==> config.mk <==
export PLATFORM = sky130hd
export DESIGN_NAME = cis_ctrl
export DESIGN_NICKNAME = d
export VERILOG_FILES = /design/src/hdl/cis_pkg.sv /design/src/hdl/cis_ctrl.sv
export SDC_FILE = /design/constraint.sdc
export NUM_CORES = 1
export LEC_CHECK = 0
export ABC_AREA = 1
export BUFFER_PORTS_ARGS = -buffer_cell sky130_fd_sc_hd__clkbuf_2
export CORE_AREA = 2 2 39 41
export CTS_CLUSTER_SIZE = 30
export DETAILED_ROUTE_END_ITERATION = 8
export DIE_AREA = 0 0 41 43
export GPL_ROUTABILITY_DRIVEN = 0
export HOLD_SLACK_MARGIN = 0.06
export PLACE_DENSITY = 0.81
export SYNTH_ARGS = -nofsm -noshare
export SYNTH_HDL_FRONTEND = slang
export SYNTH_SLANG_ARGS = --single-unit
==> constraint.sdc <==
create_clock -name i_clk -period 1.52 [get_ports i_clk]
set_clock_uncertainty 0.15 [all_clocks]
set_input_delay 0.076 -clock i_clk [delete_from_list [all_inputs] [get_ports i_clk]]
set_output_delay 0.076 -clock i_clk [all_outputs]
set_load 0.005 [all_outputs]
==> src/hdl/cis_pkg.sv <==
// ----------------------------------------------------------------------------
// cis_pkg
// Shared constants and types for the coalescing interval set.
// ----------------------------------------------------------------------------
package cis_pkg;

    localparam int MAX_RANGES_DEF = 64;
    localparam int NUM_W          = 32;
    localparam int COUNT_OUT_W    = 7;

    typedef enum logic [3:0] {
        ST_IDLE,
        ST_RD,
        ST_CMP,
        ST_DECIDE,
        ST_MSH_CHK,
        ST_MSH_WR,
        ST_ISH_CHK,
        ST_ISH_WR,
        ST_OUT
    } t_state;

    typedef enum logic [1:0] {
        RA_IDX,
        RA_IDX_P1,
        RA_IDX_M1
    } t_rd_sel;

    typedef enum logic [2:0] {
        WR_MERGE,
        WR_JOIN_ABOVE,
        WR_JOIN_BELOW,
        WR_SHIFT,
        WR_NEW
    } t_wr_sel;

    typedef enum logic [2:0] {
        IDX_KEEP,
        IDX_INC,
        IDX_DEC,
        IDX_POS,
        IDX_N
    } t_idx_op;

    typedef enum logic [1:0] {
        CNT_KEEP,
        CNT_INC,
        CNT_DEC
    } t_cnt_op;

    typedef struct packed {
        logic    load;
        logic    rd;
        t_rd_sel rd_sel;
        logic    scan_cmp;
        logic    wr;
        t_wr_sel wr_sel;
        t_idx_op idx_op;
        t_cnt_op cnt_op;
        logic    res_set;
        logic    ovf;
    } t_cmd;

    typedef struct packed {
        logic op;
        logic idx_eq_n;
        logic start_lt;
        logic covered;
        logic join_below;
        logic join_above;
        logic full;
        logic msh_done;
        logic ish_done;
    } t_stat;

endpackage

==> src/hdl/cis_ctrl.sv <==
// ----------------------------------------------------------------------------
// cis_ctrl
// Sequencer: scan for position, then update the range table in place.
// ----------------------------------------------------------------------------
module cis_ctrl (
    input  logic            i_clk,
    input  logic            i_rst_n,
    input  logic            i_valid,
    input  logic            i_stall,
    output logic            o_stall,
    output logic            o_valid,
    input  cis_pkg::t_stat  i_stat,
    output cis_pkg::t_cmd   o_cmd
);

    cis_pkg::t_state r_state, n_state;

    always_ff @(posedge i_clk) begin
        if (!i_rst_n) begin
            r_state <= cis_pkg::ST_IDLE;
        end else begin
            r_state <= n_state;
        end
    end

    always_comb begin
        n_state = r_state;
        unique case (r_state)
            cis_pkg::ST_IDLE: begin
                if (i_valid) n_state = cis_pkg::ST_RD;
            end
            cis_pkg::ST_RD: begin
                n_state = i_stat.idx_eq_n ? cis_pkg::ST_DECIDE : cis_pkg::ST_CMP;
            end
            cis_pkg::ST_CMP: begin
                n_state = i_stat.start_lt ? cis_pkg::ST_RD : cis_pkg::ST_DECIDE;
            end
            cis_pkg::ST_DECIDE: begin
                if (i_stat.op || i_stat.covered) begin
                    n_state = cis_pkg::ST_OUT;
                end else if (i_stat.join_below && i_stat.join_above) begin
                    n_state = cis_pkg::ST_MSH_CHK;
                end else if (i_stat.join_below || i_stat.join_above || i_stat.full) begin
                    n_state = cis_pkg::ST_OUT;
                end else begin
                    n_state = cis_pkg::ST_ISH_CHK;
                end
            end
            cis_pkg::ST_MSH_CHK: begin
                n_state = i_stat.msh_done ? cis_pkg::ST_OUT : cis_pkg::ST_MSH_WR;
            end
            cis_pkg::ST_MSH_WR:  n_state = cis_pkg::ST_MSH_CHK;
            cis_pkg::ST_ISH_CHK: begin
                n_state = i_stat.ish_done ? cis_pkg::ST_OUT : cis_pkg::ST_ISH_WR;
            end
            cis_pkg::ST_ISH_WR:  n_state = cis_pkg::ST_ISH_CHK;
            cis_pkg::ST_OUT: begin
                if (!i_stall) n_state = cis_pkg::ST_IDLE;
            end
            default: n_state = cis_pkg::ST_IDLE;
        endcase
    end

    always_comb begin
        o_cmd        = '0;
        o_cmd.rd_sel = cis_pkg::RA_IDX;
        o_cmd.wr_sel = cis_pkg::WR_NEW;
        o_cmd.idx_op = cis_pkg::IDX_KEEP;
        o_cmd.cnt_op = cis_pkg::CNT_KEEP;
        o_stall      = 1'b1;
        o_valid      = 1'b0;
        unique case (r_state)
            cis_pkg::ST_IDLE: begin
                o_stall    = 1'b0;
                o_cmd.load = i_valid;
            end
            cis_pkg::ST_RD: begin
                o_cmd.rd = !i_stat.idx_eq_n;
            end
            cis_pkg::ST_CMP: begin
                o_cmd.scan_cmp = 1'b1;
                if (i_stat.start_lt) o_cmd.idx_op = cis_pkg::IDX_INC;
            end
            cis_pkg::ST_DECIDE: begin
                o_cmd.res_set = 1'b1;
                if (!i_stat.op && !i_stat.covered) begin
                    if (i_stat.join_below && i_stat.join_above) begin
                        o_cmd.wr     = 1'b1;
                        o_cmd.wr_sel = cis_pkg::WR_MERGE;
                        o_cmd.idx_op = cis_pkg::IDX_POS;
                    end else if (i_stat.join_above) begin
                        o_cmd.wr     = 1'b1;
                        o_cmd.wr_sel = cis_pkg::WR_JOIN_ABOVE;
                    end else if (i_stat.join_below) begin
                        o_cmd.wr     = 1'b1;
                        o_cmd.wr_sel = cis_pkg::WR_JOIN_BELOW;
                    end else if (i_stat.full) begin
                        o_cmd.ovf = 1'b1;
                    end else begin
                        o_cmd.idx_op = cis_pkg::IDX_N;
                    end
                end
            end
            cis_pkg::ST_MSH_CHK: begin
                if (i_stat.msh_done) begin
                    o_cmd.cnt_op = cis_pkg::CNT_DEC;
                end else begin
                    o_cmd.rd     = 1'b1;
                    o_cmd.rd_sel = cis_pkg::RA_IDX_P1;
                end
            end
            cis_pkg::ST_MSH_WR: begin
                o_cmd.wr     = 1'b1;
                o_cmd.wr_sel = cis_pkg::WR_SHIFT;
                o_cmd.idx_op = cis_pkg::IDX_INC;
            end
            cis_pkg::ST_ISH_CHK: begin
                if (i_stat.ish_done) begin
                    o_cmd.wr     = 1'b1;
                    o_cmd.wr_sel = cis_pkg::WR_NEW;
                    o_cmd.cnt_op = cis_pkg::CNT_INC;
                end else begin
                    o_cmd.rd     = 1'b1;
                    o_cmd.rd_sel = cis_pkg::RA_IDX_M1;
                end
            end
            cis_pkg::ST_ISH_WR: begin
                o_cmd.wr     = 1'b1;
                o_cmd.wr_sel = cis_pkg::WR_SHIFT;
                o_cmd.idx_op = cis_pkg::IDX_DEC;
            end
            cis_pkg::ST_OUT: begin
                o_valid = 1'b1;
            end
            default: begin
                o_stall = 1'b1;
            end
        endcase
    end

endmodule

==> flow_results.org, run 1 <==
** Status
- The run finished with clean final reports.

** Global route
- Pin count of the biggest net entering global routing :: 7
- GR Overflow Total :: 0
- Antenna violations before repair :: 0
- Via count of the first global-routing pass :: 560
- The first global-routing pass estimated 2228 µm of wire.
- Total track usage :: 0.1797

** Cells and area
- Most flops, register :: r_state
- Filler cell count :: between 100 and 150
- Max reg flops :: 4
- The largest registers in the layout are r_state x4.
- Post-layout instance count excluding filler cells :: 137
- Area growth syn-to-layout :: 60.82%
- Antenna Diode Count :: 0
- Leading cell types in the layout, fill and taps excluded :: sky130_fd_sc_hd__clkbuf_2, sky130_fd_sc_hd__nand2_1, sky130_fd_sc_hd__inv_1, sky130_fd_sc_hd__nor2_1, sky130_fd_sc_hd__nand3_1
- Nets :: 136
- Most common cell after layout, fill and taps aside :: sky130_fd_sc_hd__clkbuf_2
- Summing all non-filler instances in the final layout gives an area of 780.7 µm².
- In the final layout, the share of cells above drive strength 1 is 0.4959.

** Drt
- Drc violations :: 0
- Number of DRC markers after the initial detailed-route iteration :: 16
- The count of nets left with antenna violations once routing finished came out at 0.
- Average detailed-routed wire length per instance :: 10.49 µm
- In the routed layout, each cell is associated on average with a via count of 4.796.
- Total number of vias :: 657
- Wire length reported by the detailed router :: 1437 µm
- DRT Pass-1 Iters :: 4

** Synth
- Counting flops and latches in the post-synthesis netlist gives 4.
- Synthesis produced a netlist whose cell count is 80.
- Sequential element share of the synthesized area :: 0.1649
- The largest total area in the synthesized netlist belongs to sky130_fd_sc_hd__dfxtp_1.
- Counting every net in the synthesized netlist gives 93.
- Synth warn :: 0
- Fraction of synthesized cell area taken by the top area cell type :: 0.1649
- Cell area after technology mapping :: 485.5 µm²
- The synthesized netlist contains 24 unique library cells.
- Averaged over all synthesized cells, the footprint is 6.068 µm².
- By area the synthesized netlist is led by sky130_fd_sc_hd__dfxtp_1, sky130_fd_sc_hd__nand2_1, sky130_fd_sc_hd__inv_1.

** Worst hold path
- Kind of path behind the tightest hold check :: in -> reg
- The worst hold path terminates at r_state[3]$_SDFFE_PN0P_.
- Number of instances on the worst hold path :: 7
- The worst hold path begins at i_stat[8].

** Floorplanning
- Starting density of the core :: 0.3508
- The die is 43 µm tall.
- Standard cell core area :: 1384 µm²
- DIE AREA :: 1763 µm²
- For this design the top-level I/O count stands at 31.
- From left edge to right edge, the die measures 41 µm.
- Row count :: 14

** Clock network
- Clock tree from TritonCTS :: yes
- Clock buffer count from CTS :: 3
- Total number of clock tree sinks :: 4
- Maximum number of buffers from clock root to sink :: 2
- Clock-pin slew was measured on the worst setup and hold paths at 40 ps.
- Skew-Pair Late Insertion Delay :: 230 ps
- CTS built an H-tree with a depth of 1.
- Root buffer selected by CTS :: sky130_fd_sc_hd__clkbuf_4

** Placement
- Placed Cells incl. Taps :: 126
- In this run the cell area measured after placement is 651.9 µm².
- Timing analysis after detailed placement gives a worst setup slack of 123.2 ps.
- Hpwl dp :: 1041 µm
- Buffers placed on the I/O ports in this run total 30.

** Power
- Largest voltage drop on the vdd net :: 0.3118 mV
- Overall power of the completed layout :: 0.4124 mW
- PwrDens :: ~530 nW/µm²
- The analysis attributes to cell leakage a power of 0.4877 nW.

** Critical path
- The worst setup path is captured at an output port.
- For flop-to-flop paths, the worst setup slack is 150 ps.
- The signal on the critical path passes through inv_2, nand2_4, nor2_4, buf_4, a31oi_1, nand2_1, clkbuf_2.
- Largest incremental delay on the critical path :: 360 ps
- Endpoint of the worst-slack reg-to-reg timing path :: r_state[2]$_SDFFE_PN0P_
- At the worst endpoint, the arrival time is around 1300 ps.
- Critical path's slowest cell :: sky130_fd_sc_hd__dfxtp_2
- Type of the worst setup path :: reg -> out
- Measured in cells, the most critical reg-to-reg path has a length of 8.
- Req. time, crit path :: 1290 ps
- Worst flop-to-flop path startpoint :: r_state[0]$_SDFFE_PN0P_
- Startpoint types :: register
- Maximum fanout encountered on the critical timing path :: 4
- Among cell families on the critical path, the largest total delay comes from flip-flops.
- Buf+Inv Stages, Crit Path :: 3

** STA
- Final setup violation count :: 0
- Unrepaired setup endpoints after global routing :: true
- The number of max-slew violations in the final report is 0.
- Setup slack closes at ~25 ps.
- Worst max-slew margin expressed relative to the limit :: 0.8033
- Actual slew at the worst max-slew pin :: 293.9 ps
- Sum of negative setup slack :: 0 ps
- Final worst-path cycle share :: 0.9836
- Hold Violations, Final :: 0
- Fmax achieved :: between 600 and 700 MHz
- Final critical path time including I/O delays and setup :: 1495 ps

** Flow run
- Number of maximum-capacitance violations :: 0
-- power by group --
part	total, mW	switching, mW	internal, mW
clock network	0.126	0.0383	0.0880
logic	0.154	0.0853	0.0690
registers	0.132	0.0168	0.115
total	0.412	0.140	0.272
-- cells in the mapped netlist --
cell type                   n
sky130_fd_sc_hd__o31ai_2    1
sky130_fd_sc_hd__o22ai_1    1
sky130_fd_sc_hd__inv_2      3
sky130_fd_sc_hd__o221ai_1   1
sky130_fd_sc_hd__nand2_4    2
sky130_fd_sc_hd__inv_1     15
sky130_fd_sc_hd__nor3b_1    1
sky130_fd_sc_hd__nand3b_1   2
sky130_fd_sc_hd__nor3_1     2
sky130_fd_sc_hd__nor4_1     1
sky130_fd_sc_hd__nor2_1    10
sky130_fd_sc_hd__a31oi_1    1
sky130_fd_sc_hd__nor2_2     1
sky130_fd_sc_hd__nand4_1    1
sky130_fd_sc_hd__a21oi_2    1
sky130_fd_sc_hd__buf_6      1
sky130_fd_sc_hd__nand2_1   17
sky130_fd_sc_hd__nand3_1    6
sky130_fd_sc_hd__o21ai_0    2
sky130_fd_sc_hd__o211ai_1   1
sky130_fd_sc_hd__nor2_4     4
sky130_fd_sc_hd__nand2_2    1
sky130_fd_sc_hd__nand3_2    1
sky130_fd_sc_hd__dfxtp_1    4
-- per-layer routing --
| layer | vias to the layer above | global-route usage | share of wire | wire length, µm |
|---|---|---|---|---|
| li1 | 337 | - | - | - |
| met1 | 308 | 0.2122 | 0.40 | 581 |
| met3 | 0 | 0.01571 | 0.026 | 37 |
| met5 | - | 0 | 0 | 0 |
| met4 | 0 | 0.08000 | 0 | 0 |
| met2 | 12 | 0.3063 | 0.57 | 818 |
-- worst max path at each step --
stage,slack [ps],cells after the start,endpoint,from
2_1_floorplan,330,5,o_cmd[8],r_state[0]$_SDFFE_PN0P_
6_report,20,7,o_cmd[10],r_state[3]$_SDFFE_PN0P_
4_1_cts,-20,6,o_cmd[8],r_state[2]$_SDFFE_PN0P_
3_3_place_gp,190,5,o_cmd[4],r_state[0]$_SDFFE_PN0P_
5_1_grt,-50,5,o_cmd[14],r_state[0]$_SDFFE_PN0P_
3_5_place_dp,120,5,o_cmd[8],r_state[0]$_SDFFE_PN0P_
-- cell type report --
class,count,area (µm²),share of cell area
flip-flops and latches,4,90.09,0.1154
repair buffers,39,229.0,0.2933
well taps,16,20.02,0.02564
multi-input cells,57,346.6,0.4439
clock buffers,3,22.52,0.02885
inverters,18,72.57,0.09295
-- kinds of logic (layout without fill, tap and decap cells) --
group           after synthesis  after routing  synth area share
simple gates                 49             49            0.5490
buf+inv                      19             60            0.1624
compound gates                8              8            0.1237
flops                         4              4            0.1650
-- worst register-to-register path: cells and delay by family, from the launching register on --
| kind | cells | cell delay (ps) |
|---|---|---|
| simple gates | 5 | 430 |
| flops | 1 | 390 |
| buf+inv | 2 | 260 |
| compound gates | 1 | 90 |
-- per-stage QoR --
step	util	hold slack [ps]
6_report	0.5642	149.1
3_3_place_gp	0.4711	126.3
2_1_floorplan	-	23.63
5_1_grt	0.5642	194.7
4_1_cts	0.5416	135.2
3_5_place_dp	0.4711	135.8
-- repair_timing --
action / CTS / global route
hold buffers: 3 / 0
pin swaps: 3 / 2
resized for setup: 5 / 10
buffers inserted: 5 / 0
endpoints found under the setup margin: 7 / 7
hold endpoints to repair: 4 / 0
No activity file was read; power rests on OpenSTA's default activity.
==> inputs of run 2 (changes only) <==
--- a/config.mk
+++ b/config.mk
@@ -13,6 +13,7 @@
 export DIE_AREA = 0 0 41 43
 export GPL_ROUTABILITY_DRIVEN = 0
 export HOLD_SLACK_MARGIN = 0.06
+export MAX_ROUTING_LAYER = met4
 export PLACE_DENSITY = 0.81
 export SYNTH_ARGS = -nofsm -noshare
 export SYNTH_HDL_FRONTEND = slang
==> run 2 against run 1 <==
Final cell count stayed put; first-iteration DRC count shrank 50%; via count shrank 0.61%; largest power group unchanged; combinational power about the same.
==> flow_results.org, run 2 (synthesis gave the netlist of run 1 again) <==
** Cells and area
- Largest regs :: r_state x4
- Nets :: 136 (unchanged)
- The flip-flop count of the largest register after layout was 4 (unchanged).
- Area growth syn-to-layout :: 60.82% (unchanged)
- Fraction of layout instances using a drive strength above 1 :: 0.4959 (unchanged)
- Filler cell count :: 138 (unchanged)
- Antenna Diode Count :: 0 (unchanged)
- The number of standard cells in the layout, taps in and fillers out came to 137 (unchanged).
- The library cell used most frequently in the layout, excluding fill and tap cells, is sky130_fd_sc_hd__clkbuf_2.
- The register with the most flip-flops in the final layout is r_state.
- Leading cell types in the layout, fill and taps excluded :: sky130_fd_sc_hd__clkbuf_2, sky130_fd_sc_hd__nand2_1, sky130_fd_sc_hd__inv_1, sky130_fd_sc_hd__nor2_1, sky130_fd_sc_hd__nand3_1

** Placement
- The quantity of I/O buffers inserted on ports is 30 (unchanged).
- Hpwl dp :: 1041 µm (unchanged)
- Placed Cells incl. Taps :: 126 (unchanged)

** Drt
- Total number of vias :: 653 (-0.61%)
- The remaining antenna violation count was 0 (unchanged).
- The number of design-rule violations left by the first detailed-router iteration was 8 (-8).
- Wire length reported by the detailed router :: 1445 µm (+0.56%)
- The post-detailed-route DRC marker count was 0 (unchanged).
- Average detailed-routed wire length per instance :: 10.55 µm (+0.56%)
- The number of optimization iterations in the first detailed-route pass was 4 (unchanged).
- Drt via density :: 4.766 (-0.61%)

** Power
- The power per cell area was 528.3 nW/µm² (about the same).
- The internal power is 0.2720 mW (about the same).
- Power spent charging and discharging nets :: 0.1404 mW (about the same)
- Part of the total power dissipated in the clock network :: 0.306 (about the same)
- The reported leakage power was 0.4877 nW (unchanged).
- Combinational power share :: 0.375 (about the same)
- The part of the total power dissipated in sequential elements is 0.319 (about the same).
- The peak ir drop on the vdd network is 0.3118 mV (about the same).
- The switching power as a share of total power came to 0.3405 (about the same).

** Clock network
- The TritonCTS buffer count came to 3 (unchanged).
- Clock tree from TritonCTS :: yes
- The worst-case clock buffer depth came to 2 (unchanged).
- The clock insertion delay at the later pin of the skew report is 230 ps (about the same).
- Clock transition at the registers of the reported paths :: 40 ps (about the same)
- The number of H-tree branching levels is 1 (unchanged).
- Root buffer selected by CTS :: sky130_fd_sc_hd__clkbuf_4
- Total number of clock tree sinks :: 4 (unchanged)

** STA
- The count of final setup violators is 0 (unchanged).
- Hold Violations, Final :: 0 (unchanged)
- Sum of negative setup slack :: 0 ps (unchanged)
- Worst max-slew margin expressed relative to the limit :: 0.8032 (about the same)
- Setup repair after global routing could not meet its margin everywhere.
- Actual slew at the worst max-slew pin :: 294.1 ps (+0.1148 ps)
- The period utilization is 0.9871 (+0.003497).
- The number of max-slew violations in the final report was 0 (unchanged).
- Hold slack :: 149.4 ps (+0.2820 ps)
- The achievable frequency was 666.5 MHz (-0.35%).
- Final critical path time including I/O delays and setup :: 1500 ps (+5.316 ps)

** Global route
- The total grt overflow was 0 (unchanged).
- The number of antenna violations at the first check in global routing was 0 (unchanged).
- Total track usage :: 0.1842 (+0.004438)
- Wire length of the first global-routing pass :: 2228 µm (unchanged)
- The largest net degree at the start of global routing was 7 (unchanged).
- Via count of the first global-routing pass :: 560 (unchanged)

** Critical path
- Crit path DAT :: 1270 ps (about the same)
- Endpoint of the worst-slack reg-to-reg timing path :: r_state[2]$_SDFFE_PN0P_
- The flop-to-flop setup slack is 150 ps (about the same).
- The largest fanout of any net on the critical path came to 6 (+2).
- STA classifies the critical path startpoint as a register.
- The signal on the critical path passes through buf_4, nor2_4, nand3_2, o211ai_1, clkbuf_2.
- Critical path's slowest cell :: sky130_fd_sc_hd__dfxtp_4
- Tracing the worst setup path back leads to its startpoint at r_state[0]$_SDFFE_PN0P_.
- STA classifies the critical path endpoint as an output port.
- The length in cells of the worst reg-to-reg path is 9 (+1).
- In this run the critical register-to-register path is launched from r_state[3]$_SDFFE_PN0P_.
- The worst setup path is of the reg -> out kind.
- Largest incremental delay on the critical path :: 360 ps (about the same)
- The worst path required time came to 1290 ps (about the same).

** Floorplanning
- The area enclosed by the die boundary came to 1763 µm² (unchanged).
- The I/O pin count was 31 (unchanged).
- The floorplan row count came to 14 (unchanged).
- Standard cell core area :: 1384 µm² (unchanged)
- The effective utilization at floorplan is 0.3508 (unchanged).
- X dimension of the die :: 41 µm (unchanged)
- The vertical extent of the die was 43 µm (unchanged).

** Status
- The run finished with clean final reports.

** Flow run
- Number of maximum-capacitance violations :: 0 (unchanged)

** Worst hold path
- Critical hold path startpoint :: i_stat[8]
- Endpoint with the worst hold slack :: r_state[3]$_SDFFE_PN0P_
- The number of cells traversed by the worst hold path came to 7 (unchanged).
- Kind of path behind the tightest hold check :: in -> reg
## run 2: timing repair
item | in CTS | in global routing
endpoints found under the setup margin | 7 | 7
endpoints found under the hold margin | 4 | 0
pin swaps | 3 | 2
gates resized for setup | 5 | 10
hold buffers | 3 | 0
setup buffers | 5 | 0
## run 2: worst max path at each step
stage,endpoint
floorplan,o_cmd[8]
global placement,o_cmd[4]
detailed placement,o_cmd[8]
CTS,o_cmd[8]
global route,o_cmd[14]
finish,o_cmd[14]
## run 2: area by class of cell
class                           instances  area (µm²)  area share
Clock buffer                            3       22.52     0.02885
Timing Repair Buffer                   39       229.0      0.2933
Inverter                               18       72.57     0.09295
Sequential cell                         4       90.09      0.1154
Tap cell                               16       20.02     0.02564
Multi-Input combinational cell         57       346.6      0.4439
## run 2: power groups by stage
stage,sequential (mW),combinational (mW),clock [mW]
global route,0.134,0.172,0.138
finish,0.132,0.155,0.126
detailed placement,0.126,0.134,0
floorplan,0.121,0.0916,0
global placement,0.125,0.131,0
CTS,0.127,0.144,0.133
## run 2: worst max-delay path: cells and delay by family (launching register included)
kind	cells	cell delay [ps]
and+or+nand+nor	2	270
DFF	1	360
AOI/OAI and AO/OA	1	120
buffers and inverters	2	290
## run 2: stage by stage
| step | instance area [µm²] | util | worst slack [ps] | total power, mW |
|---|---|---|---|---|
| global route | 780.7 | 0.5642 | -50.29 | 0.4438 |
| detailed placement | 651.9 | 0.4711 | 123.2 | 0.2605 |
| global placement | 651.9 | 0.4711 | 192.9 | 0.2565 |
| CTS | 749.5 | 0.5416 | -15.18 | 0.4041 |
| floorplan | 485.5 | - | 330.6 | 0.2125 |
| finish | 780.7 | 0.5642 | 19.64 | 0.4125 |
## run 2: per-layer routing
metal  vias to the layer above  track usage  share of wire  wire length, µm
li1                        335            -              -                -
met1                       308       0.2122           0.41              592
met2                        10       0.3063           0.56              816
met3                         0      0.01571          0.024               35
met4                         0      0.08000              0                0
met5                         -            -              0                0
